===== src/rtl/core/csap_pkg.sv =====
`default_nettype none

package csap_pkg;

    localparam int SAMPLE_BITS  = 12;
    localparam int COUNTER_BITS = 17;

    localparam int ACC_W     = 36;
    localparam int WIN_W     = 17;
    localparam int LEVEL_W   = 16;
    localparam int GAIN_W    = 16;
    localparam int CUR_W     = 25;
    localparam int PEAKS_W   = 4;
    localparam int CFG_W     = 17;
    localparam int CFG_IDX_W = 3;

    localparam int DIV_W  = COUNTER_BITS + 1;
    localparam int NUM_W  = ACC_W + 5;
    localparam int STEP_W = $clog2(NUM_W + 1);

    localparam int QUEUE_DEPTH = 2;
    localparam int QPTR_W      = (QUEUE_DEPTH > 1) ? $clog2(QUEUE_DEPTH) : 1;
    localparam int QCNT_W      = $clog2(QUEUE_DEPTH + 1);

    localparam int S_TDATA_W = ((SAMPLE_BITS + 7) / 8) * 8;
    localparam int M_DATA_W  = LEVEL_W + CUR_W;
    localparam int M_TDATA_W = ((M_DATA_W + 7) / 8) * 8;

    localparam int INV_SQRT2_Q16 = 46341;
    localparam int INV_W         = 17;
    localparam int DC_SHIFT      = 8;
    localparam int AC_SHIFT      = 24;
    localparam int P1_W          = LEVEL_W + 1 + GAIN_W + 1;
    localparam int P2_W          = P1_W + INV_W;

    localparam int LEVEL_MAX = ((2 ** SAMPLE_BITS) - 1) * 16;

    localparam logic [CFG_IDX_W-1:0] REG_AC_MODE      = 3'd0;
    localparam logic [CFG_IDX_W-1:0] REG_DC_OFFSET    = 3'd1;
    localparam logic [CFG_IDX_W-1:0] REG_AC_OFFSET    = 3'd2;
    localparam logic [CFG_IDX_W-1:0] REG_GAIN         = 3'd3;
    localparam logic [CFG_IDX_W-1:0] REG_DC_WINDOW    = 3'd4;
    localparam logic [CFG_IDX_W-1:0] REG_AC_WINDOW    = 3'd5;
    localparam logic [CFG_IDX_W-1:0] REG_PEAK_WINDOWS = 3'd6;

    localparam logic               RST_AC_MODE      = 1'b1;
    localparam logic [LEVEL_W-1:0] RST_DC_OFFSET    = 16'd31722;
    localparam logic [LEVEL_W-1:0] RST_AC_OFFSET    = 16'd32144;
    localparam logic [GAIN_W-1:0]  RST_GAIN         = 16'd2176;
    localparam logic [WIN_W-1:0]   RST_DC_WINDOW    = 17'd100000;
    localparam logic [WIN_W-1:0]   RST_AC_WINDOW    = 17'd80000;
    localparam logic [PEAKS_W-1:0] RST_PEAK_WINDOWS = 4'd12;

    typedef struct packed {
        logic               ac_mode;
        logic [LEVEL_W-1:0] dc_offset;
        logic [LEVEL_W-1:0] ac_offset;
        logic [GAIN_W-1:0]  gain;
        logic [WIN_W-1:0]   dc_window;
        logic [WIN_W-1:0]   ac_window;
        logic [PEAKS_W-1:0] peak_windows;
    } cfg_t;

    typedef struct packed {
        logic [ACC_W-1:0]   sum;
        logic [DIV_W-1:0]   divisor;
        logic [LEVEL_W-1:0] offset;
        logic               rms;
    } job_t;

    typedef struct packed {
        logic full;
        logic empty;
    } queue_status_t;

    function automatic logic [DIV_W-1:0] eff_window(input logic [WIN_W-1:0] w);
        logic [DIV_W-1:0] m;
        m = {1'b0, COUNTER_BITS'(w)};
        if (m == '0) begin
            m = {1'b1, {COUNTER_BITS{1'b0}}};
        end
        return m;
    endfunction

endpackage

`default_nettype wire


===== src/rtl/core/csap_front.sv =====
`default_nettype none

module csap_front (
    input  wire logic                             aclk,
    input  wire logic                             aresetn,
    input  wire csap_pkg::cfg_t                   cfg,
    input  wire logic                             clear,
    input  wire logic                             accept,
    input  wire logic [csap_pkg::SAMPLE_BITS-1:0] sample,
    output logic                                  push,
    output csap_pkg::job_t                        job
);

    logic [csap_pkg::ACC_W-1:0]        acc_reg, acc_next;
    logic [csap_pkg::COUNTER_BITS-1:0] cnt_reg, cnt_next;
    logic [csap_pkg::SAMPLE_BITS-1:0]  peak_reg, peak_next;
    logic [csap_pkg::PEAKS_W-1:0]      pcnt_reg, pcnt_next;

    logic [csap_pkg::DIV_W-1:0]       win;
    logic [csap_pkg::DIV_W-1:0]       cnt_inc;
    logic [csap_pkg::PEAKS_W:0]       np;
    logic [csap_pkg::PEAKS_W:0]       pcnt_inc;
    logic [csap_pkg::SAMPLE_BITS-1:0] pk;
    logic [csap_pkg::ACC_W-1:0]       sum_dc;
    logic [csap_pkg::ACC_W-1:0]       sum_ac;

    always_comb begin
        win      = csap_pkg::eff_window(cfg.ac_mode ? cfg.ac_window : cfg.dc_window);
        cnt_inc  = {1'b0, cnt_reg} + csap_pkg::DIV_W'(1);
        np       = (cfg.peak_windows == '0) ? {1'b1, {csap_pkg::PEAKS_W{1'b0}}}
                                            : {1'b0, cfg.peak_windows};
        pcnt_inc = {1'b0, pcnt_reg} + (csap_pkg::PEAKS_W + 1)'(1);
        pk       = (sample > peak_reg) ? sample : peak_reg;
        sum_dc   = acc_reg + csap_pkg::ACC_W'(sample);
        sum_ac   = acc_reg + csap_pkg::ACC_W'(pk);

        acc_next  = acc_reg;
        cnt_next  = cnt_reg;
        peak_next = peak_reg;
        pcnt_next = pcnt_reg;
        push      = 1'b0;
        job       = '0;

        if (clear) begin
            acc_next  = '0;
            cnt_next  = '0;
            peak_next = '0;
            pcnt_next = '0;
        end else if (accept) begin
            if (!cfg.ac_mode) begin
                if (cnt_inc >= win) begin
                    push        = 1'b1;
                    job.sum     = sum_dc;
                    job.divisor = win;
                    job.offset  = cfg.dc_offset;
                    job.rms     = 1'b0;
                    acc_next    = '0;
                    cnt_next    = '0;
                end else begin
                    acc_next = sum_dc;
                    cnt_next = cnt_inc[csap_pkg::COUNTER_BITS-1:0];
                end
            end else if (cnt_inc < win) begin
                peak_next = pk;
                cnt_next  = cnt_inc[csap_pkg::COUNTER_BITS-1:0];
            end else begin
                cnt_next  = '0;
                peak_next = '0;
                if (pcnt_inc < np) begin
                    acc_next  = sum_ac;
                    pcnt_next = pcnt_inc[csap_pkg::PEAKS_W-1:0];
                end else begin
                    push        = 1'b1;
                    job.sum     = sum_ac;
                    job.divisor = csap_pkg::DIV_W'(np);
                    job.offset  = cfg.ac_offset;
                    job.rms     = 1'b1;
                    acc_next    = '0;
                    pcnt_next   = '0;
                end
            end
        end
    end

    always_ff @(posedge aclk) begin
        if (!aresetn) begin
            acc_reg  <= '0;
            cnt_reg  <= '0;
            peak_reg <= '0;
            pcnt_reg <= '0;
        end else begin
            acc_reg  <= acc_next;
            cnt_reg  <= cnt_next;
            peak_reg <= peak_next;
            pcnt_reg <= pcnt_next;
        end
    end

endmodule

`default_nettype wire


===== src/rtl/core/csap_queue.sv =====
`default_nettype none

module csap_queue (
    input  wire logic                  aclk,
    input  wire logic                  aresetn,
    input  wire logic                  push,
    input  wire csap_pkg::job_t        job_in,
    input  wire logic                  pop,
    output csap_pkg::job_t             job_out,
    output csap_pkg::queue_status_t    status
);

    csap_pkg::job_t mem_reg [csap_pkg::QUEUE_DEPTH];

    logic [csap_pkg::QPTR_W-1:0] wr_ptr_reg, wr_ptr_next;
    logic [csap_pkg::QPTR_W-1:0] rd_ptr_reg, rd_ptr_next;
    logic [csap_pkg::QCNT_W-1:0] count_reg, count_next;

    logic do_push;
    logic do_pop;

    function automatic logic [csap_pkg::QPTR_W-1:0] wrap_inc(
        input logic [csap_pkg::QPTR_W-1:0] p
    );
        if (p == csap_pkg::QPTR_W'(csap_pkg::QUEUE_DEPTH - 1)) begin
            return '0;
        end
        return p + csap_pkg::QPTR_W'(1);
    endfunction

    always_comb begin
        status.full  = (count_reg == csap_pkg::QCNT_W'(csap_pkg::QUEUE_DEPTH));
        status.empty = (count_reg == '0);
        do_push      = push && !status.full;
        do_pop       = pop && !status.empty;
        job_out      = mem_reg[rd_ptr_reg];

        wr_ptr_next = do_push ? wrap_inc(wr_ptr_reg) : wr_ptr_reg;
        rd_ptr_next = do_pop ? wrap_inc(rd_ptr_reg) : rd_ptr_reg;
        count_next  = count_reg;
        if (do_push && !do_pop) begin
            count_next = count_reg + csap_pkg::QCNT_W'(1);
        end else if (do_pop && !do_push) begin
            count_next = count_reg - csap_pkg::QCNT_W'(1);
        end
    end

    always_ff @(posedge aclk) begin
        if (do_push) begin
            mem_reg[wr_ptr_reg] <= job_in;
        end
    end

    always_ff @(posedge aclk) begin
        if (!aresetn) begin
            wr_ptr_reg <= '0;
            rd_ptr_reg <= '0;
            count_reg  <= '0;
        end else begin
            wr_ptr_reg <= wr_ptr_next;
            rd_ptr_reg <= rd_ptr_next;
            count_reg  <= count_next;
        end
    end

endmodule

`default_nettype wire


===== src/rtl/core/csap_back.sv =====
`default_nettype none

module csap_back (
    input  wire logic                          aclk,
    input  wire logic                          aresetn,
    input  wire logic [csap_pkg::GAIN_W-1:0]   gain,
    input  wire csap_pkg::job_t                job,
    input  wire logic                          job_valid,
    output logic                               pop,
    output logic                               m_valid,
    input  wire logic                          m_ready,
    output logic [csap_pkg::LEVEL_W-1:0]       m_mean,
    output logic [csap_pkg::CUR_W-1:0]         m_current,
    output logic                               m_rms
);

    typedef enum logic [4:0] {
        ST_IDLE = 5'b00001,
        ST_DIV  = 5'b00010,
        ST_MUL1 = 5'b00100,
        ST_MUL2 = 5'b01000,
        ST_FIN  = 5'b10000
    } state_t;

    localparam logic signed [csap_pkg::P2_W-1:0] CUR_MAX_W =
        csap_pkg::P2_W'((2 ** (csap_pkg::CUR_W - 1)) - 1);
    localparam logic signed [csap_pkg::P2_W-1:0] CUR_MIN_W =
        -csap_pkg::P2_W'(2 ** (csap_pkg::CUR_W - 1));
    localparam logic signed [csap_pkg::INV_W-1:0] INV_S =
        csap_pkg::INV_W'(csap_pkg::INV_SQRT2_Q16);
    localparam logic signed [csap_pkg::P1_W-1:0] DC_HALF =
        csap_pkg::P1_W'(2 ** (csap_pkg::DC_SHIFT - 1));
    localparam logic signed [csap_pkg::P2_W-1:0] AC_HALF =
        csap_pkg::P2_W'(2 ** (csap_pkg::AC_SHIFT - 1));

    state_t state_reg, state_next;

    logic [csap_pkg::STEP_W-1:0]  step_reg, step_next;
    logic [csap_pkg::NUM_W-1:0]   num_reg, num_next;
    logic [csap_pkg::DIV_W-1:0]   rem_reg, rem_next;
    logic [csap_pkg::DIV_W-1:0]   div_reg, div_next;
    logic [csap_pkg::LEVEL_W-1:0] offset_reg, offset_next;
    logic                         rms_reg, rms_next;
    logic [csap_pkg::LEVEL_W-1:0] mean_reg, mean_next;
    logic signed [csap_pkg::P1_W-1:0] prod1_reg, prod1_next;
    logic signed [csap_pkg::P2_W-1:0] prod2_reg, prod2_next;

    logic                         out_valid_reg, out_valid_next;
    logic [csap_pkg::LEVEL_W-1:0] out_mean_reg, out_mean_next;
    logic [csap_pkg::CUR_W-1:0]   out_cur_reg, out_cur_next;
    logic                         out_rms_reg, out_rms_next;

    logic [csap_pkg::DIV_W:0]          rem_sh;
    logic [csap_pkg::DIV_W:0]          rem_sub;
    logic                              ge;
    logic [csap_pkg::LEVEL_W-1:0]      mean_sat;
    logic signed [csap_pkg::LEVEL_W:0] diff;
    logic signed [csap_pkg::GAIN_W:0]  gain_s;
    logic signed [csap_pkg::P1_W-1:0]  rnd_dc;
    logic signed [csap_pkg::P2_W-1:0]  rnd_ac;
    logic signed [csap_pkg::P2_W-1:0]  wide;
    logic [csap_pkg::CUR_W-1:0]        cur_sat;

    always_comb begin
        rem_sh  = {rem_reg, num_reg[csap_pkg::NUM_W-1]};
        rem_sub = rem_sh - {1'b0, div_reg};
        ge      = (rem_sh >= {1'b0, div_reg});

        mean_sat = (num_reg[csap_pkg::NUM_W-1:csap_pkg::LEVEL_W] != '0)
                   ? {csap_pkg::LEVEL_W{1'b1}} : num_reg[csap_pkg::LEVEL_W-1:0];
        diff     = $signed({1'b0, mean_sat}) - $signed({1'b0, offset_reg});
        gain_s   = $signed({1'b0, gain});

        rnd_dc = (prod1_reg + DC_HALF) >>> csap_pkg::DC_SHIFT;
        rnd_ac = (prod2_reg + AC_HALF) >>> csap_pkg::AC_SHIFT;
        wide   = rms_reg ? rnd_ac : csap_pkg::P2_W'(rnd_dc);
        if (wide > CUR_MAX_W) begin
            cur_sat = CUR_MAX_W[csap_pkg::CUR_W-1:0];
        end else if (wide < CUR_MIN_W) begin
            cur_sat = CUR_MIN_W[csap_pkg::CUR_W-1:0];
        end else begin
            cur_sat = wide[csap_pkg::CUR_W-1:0];
        end
    end

    always_comb begin
        state_next     = state_reg;
        step_next      = step_reg;
        num_next       = num_reg;
        rem_next       = rem_reg;
        div_next       = div_reg;
        offset_next    = offset_reg;
        rms_next       = rms_reg;
        mean_next      = mean_reg;
        prod1_next     = prod1_reg;
        prod2_next     = prod2_reg;
        out_valid_next = out_valid_reg && !m_ready;
        out_mean_next  = out_mean_reg;
        out_cur_next   = out_cur_reg;
        out_rms_next   = out_rms_reg;
        pop            = 1'b0;

        unique case (state_reg)
            ST_IDLE: begin
                if (job_valid) begin
                    pop         = 1'b1;
                    num_next    = csap_pkg::NUM_W'({job.sum, 4'b0000})
                                  + csap_pkg::NUM_W'(job.divisor >> 1);
                    rem_next    = '0;
                    div_next    = job.divisor;
                    offset_next = job.offset;
                    rms_next    = job.rms;
                    step_next   = '0;
                    state_next  = ST_DIV;
                end
            end
            ST_DIV: begin
                rem_next  = ge ? rem_sub[csap_pkg::DIV_W-1:0] : rem_sh[csap_pkg::DIV_W-1:0];
                num_next  = {num_reg[csap_pkg::NUM_W-2:0], ge};
                step_next = step_reg + csap_pkg::STEP_W'(1);
                if (step_reg == csap_pkg::STEP_W'(csap_pkg::NUM_W - 1)) begin
                    state_next = ST_MUL1;
                end
            end
            ST_MUL1: begin
                mean_next  = mean_sat;
                prod1_next = diff * gain_s;
                state_next = ST_MUL2;
            end
            ST_MUL2: begin
                prod2_next = prod1_reg * INV_S;
                state_next = ST_FIN;
            end
            ST_FIN: begin
                if (!out_valid_reg || m_ready) begin
                    out_valid_next = 1'b1;
                    out_mean_next  = mean_reg;
                    out_cur_next   = cur_sat;
                    out_rms_next   = rms_reg;
                    state_next     = ST_IDLE;
                end
            end
            default: begin
                state_next = ST_IDLE;
            end
        endcase
    end

    always_ff @(posedge aclk) begin
        if (!aresetn) begin
            state_reg     <= ST_IDLE;
            step_reg      <= '0;
            out_valid_reg <= 1'b0;
        end else begin
            state_reg     <= state_next;
            step_reg      <= step_next;
            out_valid_reg <= out_valid_next;
        end
    end

    always_ff @(posedge aclk) begin
        num_reg      <= num_next;
        rem_reg      <= rem_next;
        div_reg      <= div_next;
        offset_reg   <= offset_next;
        rms_reg      <= rms_next;
        mean_reg     <= mean_next;
        prod1_reg    <= prod1_next;
        prod2_reg    <= prod2_next;
        out_mean_reg <= out_mean_next;
        out_cur_reg  <= out_cur_next;
        out_rms_reg  <= out_rms_next;
    end

    assign m_valid   = out_valid_reg;
    assign m_mean    = out_mean_reg;
    assign m_current = out_cur_reg;
    assign m_rms     = out_rms_reg;

endmodule

`default_nettype wire


===== src/rtl/core/current_sense_average_peak_unit.sv =====
// Path from the sample that completes a window to m_tvalid: the job is written into the
//   result-request queue, then the serial divider, two multiply stages, rounding and output register.
// Results are limited by the one-bit-per-cycle divider; a new job is taken only after the last result
//   is registered. Samples are taken every cycle while the two-entry result-request queue has room.
// Reset: synchronous, active low; configuration registers return to their reset values, all accumulation
//   state is cleared, the queue is emptied, the back end goes idle and the output valid flag is cleared.
`default_nettype none

module current_sense_average_peak_unit (
    input  wire logic                              aclk,
    input  wire logic                              aresetn,
    input  wire logic                              s_tvalid,
    output logic                                   s_tready,
    input  wire logic [csap_pkg::S_TDATA_W-1:0]    s_tdata,   // sample
    output logic                                   m_tvalid,
    input  wire logic                              m_tready,
    output logic [csap_pkg::M_TDATA_W-1:0]         m_tdata,   // mean_level, current_ma
    output logic                                   m_tuser,   // is_rms
    input  wire logic                              cfg_wr_en,
    input  wire logic [csap_pkg::CFG_IDX_W-1:0]    cfg_index,
    input  wire logic [csap_pkg::CFG_W-1:0]        cfg_wdata
);

    csap_pkg::cfg_t cfg_reg, cfg_next;
    logic           clear;

    always_comb begin
        cfg_next = cfg_reg;
        clear    = 1'b0;
        if (cfg_wr_en) begin
            clear = 1'b1;
            unique case (cfg_index)
                csap_pkg::REG_AC_MODE:      cfg_next.ac_mode      = cfg_wdata[0];
                csap_pkg::REG_DC_OFFSET:    cfg_next.dc_offset    =
                    cfg_wdata[csap_pkg::LEVEL_W-1:0];
                csap_pkg::REG_AC_OFFSET:    cfg_next.ac_offset    =
                    cfg_wdata[csap_pkg::LEVEL_W-1:0];
                csap_pkg::REG_GAIN:         cfg_next.gain         =
                    cfg_wdata[csap_pkg::GAIN_W-1:0];
                csap_pkg::REG_DC_WINDOW:    cfg_next.dc_window    =
                    cfg_wdata[csap_pkg::WIN_W-1:0];
                csap_pkg::REG_AC_WINDOW:    cfg_next.ac_window    =
                    cfg_wdata[csap_pkg::WIN_W-1:0];
                csap_pkg::REG_PEAK_WINDOWS: cfg_next.peak_windows =
                    cfg_wdata[csap_pkg::PEAKS_W-1:0];
                default:                    clear = 1'b0;
            endcase
        end
    end

    always_ff @(posedge aclk) begin
        if (!aresetn) begin
            cfg_reg.ac_mode      <= csap_pkg::RST_AC_MODE;
            cfg_reg.dc_offset    <= csap_pkg::RST_DC_OFFSET;
            cfg_reg.ac_offset    <= csap_pkg::RST_AC_OFFSET;
            cfg_reg.gain         <= csap_pkg::RST_GAIN;
            cfg_reg.dc_window    <= csap_pkg::RST_DC_WINDOW;
            cfg_reg.ac_window    <= csap_pkg::RST_AC_WINDOW;
            cfg_reg.peak_windows <= csap_pkg::RST_PEAK_WINDOWS;
        end else begin
            cfg_reg <= cfg_next;
        end
    end

    logic                        accept;
    logic                        push;
    logic                        pop;
    csap_pkg::job_t              job_in;
    csap_pkg::job_t              job_out;
    csap_pkg::queue_status_t     qstat;
    logic [csap_pkg::LEVEL_W-1:0] mean;
    logic [csap_pkg::CUR_W-1:0]   current;

    assign s_tready = !qstat.full;
    assign accept   = s_tvalid && s_tready;

    csap_front u_front (
        .aclk    (aclk),
        .aresetn (aresetn),
        .cfg     (cfg_reg),
        .clear   (clear),
        .accept  (accept),
        .sample  (s_tdata[csap_pkg::SAMPLE_BITS-1:0]),
        .push    (push),
        .job     (job_in)
    );

    csap_queue u_queue (
        .aclk    (aclk),
        .aresetn (aresetn),
        .push    (push),
        .job_in  (job_in),
        .pop     (pop),
        .job_out (job_out),
        .status  (qstat)
    );

    csap_back u_back (
        .aclk      (aclk),
        .aresetn   (aresetn),
        .gain      (cfg_reg.gain),
        .job       (job_out),
        .job_valid (!qstat.empty),
        .pop       (pop),
        .m_valid   (m_tvalid),
        .m_ready   (m_tready),
        .m_mean    (mean),
        .m_current (current),
        .m_rms     (m_tuser)
    );

    assign m_tdata = csap_pkg::M_TDATA_W'({current, mean});

endmodule

`default_nettype wire


===== config.mk =====
export PLATFORM = sky130hd
export DESIGN_NAME = current_sense_average_peak_unit
export DESIGN_NICKNAME = d
export VERILOG_FILES = /design/src/rtl/core/csap_pkg.sv /design/src/rtl/core/csap_front.sv /design/src/rtl/core/csap_queue.sv /design/src/rtl/core/csap_back.sv /design/src/rtl/core/current_sense_average_peak_unit.sv
export SDC_FILE = /design/constraint.sdc
export NUM_CORES = 2
export LEC_CHECK = 0
export BUFFER_PORTS_ARGS = -buffer_cell sky130_fd_sc_hd__buf_4
export CORE_ASPECT_RATIO = 0.8
export CORE_MARGIN = 8
export CORE_UTILIZATION = 50
export DETAILED_ROUTE_END_ITERATION = 16
export GPL_TIMING_DRIVEN = 0
export PLACE_DENSITY = 0.66
export SYNTH_ARGS = -nofsm -noshare
export SYNTH_HDL_FRONTEND = slang
export SYNTH_SLANG_ARGS = --single-unit

===== constraint.sdc =====
create_clock -name aclk -period 11.9 [get_ports aclk]
set_clock_uncertainty 0.2 [all_clocks]
set_input_delay 0.595 -clock aclk [delete_from_list [all_inputs] [get_ports aclk]]
set_output_delay 0.595 -clock aclk [all_outputs]
set_load 0.05 [all_outputs]

==> Implementation_results.wiki <==
{| class="wikitable"
! Metric !! Value
|-
| Period utilization || 0.960
|-
| Crit path arrival time || 11,590 ps
|-
| Sum of negative setup slack || 0 ps
|-
| Final routed DRC violation total || 0
|-
| Cell area after placement || 49,100 sq um
|-
| TritonCTS sink count || 529
|-
| Maximum count of clock buffers along a single path || 3
|-
| Maximum number of pins on one net before global-route repair || 73
|-
| Die extent in y || 289 microns
|-
| Cell type with the highest occurrence count on the critical path || fa_1
|-
| Endpoints failing setup || 0
|-
| Drt initial violations || 3,136
|-
| Area taken by multi-input logic gates || 29,400 sq um
|-
| Final Util || 0.549
|-
| Startpoint of the worst-slack reg-to-reg timing path || u_back.num_reg[19]
|-
| Maximum single-stage delay on the critical path || 600 ps
|-
| Count of endpoints failing hold in the final timing report || 0
|-
| Total wire length after detailed routing || 122,000 microns
|-
| Crit path max-delay cell type || xor2_1
|-
| Number of warnings reported in the yosys synthesis log || 0
|-
| Power per unit of standard cell area || 150 nW/um^2
|-
| Worst Hold Margin || 36.8 ps
|-
| Worst relative slew slack || 0.303
|-
| TritonCTS clock tree || done
|-
| Transition at the pin with the smallest max-transition slack || 1040 ps
|-
| Post-Syn Instances || 4,710
|-
| Starting density of the core || 0.503
|-
| Vias per cell || 5.60
|-
| Unique masters post-synth || 112
|-
| Family with the most delay on the worst path || adder cells
|-
| Worst Path Required || 12,060 ps
|-
| Layout overhead on the synthesized area || 9.08%
|-
| Total number of H-tree levels || 2
|-
| Clock latency at the later pin of the worst-skew pair || 630 ps
|-
| Total non-filler cell area in the finished layout || 50,900 sq um
|-
| Ys async rst share || 0
|-
| Total congestion overflow || 0
|-
| Final HPWL from detailed placement || 98,400 microns
|-
| Row count || 100
|-
| Port Buf Inserts || 78
|-
| Final routed wire length divided by cell count || 20.0 microns
|-
| Combined flip-flop and latch cell area || 14,200 sq um
|-
| Global-route wire length before repair || 190,000 microns
|-
| Final standard cell count with taps included and fillers excluded || 6,134
|-
| Crit start category || flip-flop
|-
| Final critical-path required period || 11,430 ps
|-
| Smallest setup slack after layout || 470 ps
|-
| Startpoint of the worst setup timing path || u_back.num_reg[19]
|-
| Max-slew violations || 0
|-
| Number of enable-type register cells in the synthesized netlist || 356
|-
| Core footprint || 92,800 sq um
|-
| Antenna diode count || 0
|-
| Outcome || finished, final reports clean
|-
| GR Util All Layers || 0.234
|-
| Final ANT Viol Nets || 0
|-
| Synth Register Bits || 529
|-
| Per-instance average area after synthesis || 9.92 sq um
|-
| Setup CP Type || flip-flop to flip-flop
|-
| Most frequent standard cell in the layout excluding fill and tap cells || inv_1
|-
| Synthesized cell area || 46,700 sq um
|-
| Overall power consumption || 7.65 mW
|-
| Worst setup EP type || flip-flop
|-
| Number of placed I/O pins || 92
|-
| Top_reg_cell synth || edfxtp_1
|-
| Via count || 34.4k
|-
| Max-cap violations || 0
|-
| Number of buffers inserted by post-CTS setup repair || 0
|-
| Setup repair after global routing missed its margin || false
|-
| Initial antenna violation count || 6
|-
| Cell at the root of the clock tree || clkbuf_16
|-
| Worst IR drop on VDD || 0.194 mV
|-
| Seq/Total Area, Yosys || 0.303
|-
| GPL Wtd Cong || 0.933
|-
| Width of the die || 358 microns
|-
| Total die area || 104,000 sq um
|-
| Launch instance of the worst min-delay path || cfg_wdata[11]
|-
| Number of search-and-repair iterations in the first detailed-routing pass || 6
|-
| Static leakage || 21.6 nW
|-
| Worst min-delay path class || input pin to flip-flop
|-
| Clock buffer count from CTS || 55
|-
| Minimum setup slack after placement || 556 ps
|-
| Share of final-layout standard cells stronger than drive strength 1 || 0.0749
|-
| Total placed cells including tap cells || 6,029
|-
| Nets || 5,791
|-
| Count of fill cells added during filler insertion || 8,351
|-
| Achievable frequency || 0.0875 GHz
|-
| Commonest cells after routing, fill and taps aside || inv_1, nand2_1, fa_1
|-
| Buffers & Inverters on Critical Path || 8
|-
| Number of flip-flops in the largest register || 142
|-
| Via count of the first global-routing pass || 33.0k
|-
| Crit path max fanout || 10
|-
| Clk pin slew, worst setup/hold paths || 60 ps
|}
## logic make-up after synthesis
family,synth area share
xor+xnor,0.0384
buf+inv,0.0678
simple gates,0.139
flops,0.303
compound gates,0.116
mux,0.0248
other cells,0.0000803
fa+ha+maj,0.310
## tightest hold or removal path: cells and delay by family
kind	cells	cell delay, ps
AND/OR/NAND/NOR	2	120
buffers and inverters	1	120
## layer usage
| metal | vias up | GRT usage | part of all wire |
|---|---|---|---|
| met2 | 1369 | 0.319 | 0.39 |
| li1 | 16261 | - | - |
| met3 | 140 | 0.0633 | 0.11 |
| met4 | 0 | 0.0430 | 0.016 |
| met5 | - | 0 | 0 |
| met1 | 16610 | 0.369 | 0.48 |
## synthesized netlist by cell type (96+ instances only)
master / n / area [sq um]
nand2_1: 522 / 1960
nand3_1: 96 / 480
dfxtp_1: 173 / 3460
inv_1: 629 / 2360
and2_1: 137 / 857
ha_1: 433 / 5420
fa_1: 453 / 9070
xnor2_1: 136 / 1190
nor2_1: 243 / 912
a21oi_1: 231 / 1160
o21ai_0: 136 / 681
clkbuf_1: 127 / 477
edfxtp_1: 356 / 10700
## worst paths after layout
kind / slack, ps / cells past startpoint / end
worst max-delay path: 470 / 38 / u_back.prod1_reg[32]
worst min-delay path: 40 / 3 / cfg_reg[15]
worst max register to register: 470 / 38 / u_back.prod1_reg[32]
worst min register to register: 220 / 0 / u_back.m_mean[5]
## where the power goes
part / internal [mW] / switching [mW]
clock: 0.992 / 0.778
combinational: 1.36 / 2.22
sequential: 2.23 / 0.0673
## timing repair
action | in CTS | in global routing
hold buffers | 1 | 0
resized for setup | 0 | 1
endpoints found under the setup margin | 0 | 2
endpoints found under the hold margin | 2 | 0
## area by class of cell
| class | count | area share |
|---|---|---|
| well taps | 1224 | 0.0301 |
| inverters | 630 | 0.0464 |
| clock inverters | 26 | 0.00543 |
| flip-flops and latches | 529 | 0.278 |
| plain buffers | 182 | 0.0157 |
| multi-input cells | 3375 | 0.578 |
| repair buffers | 91 | 0.0160 |
| clock buffers | 77 | 0.0306 |
Power figures use the tool's default switching activity.
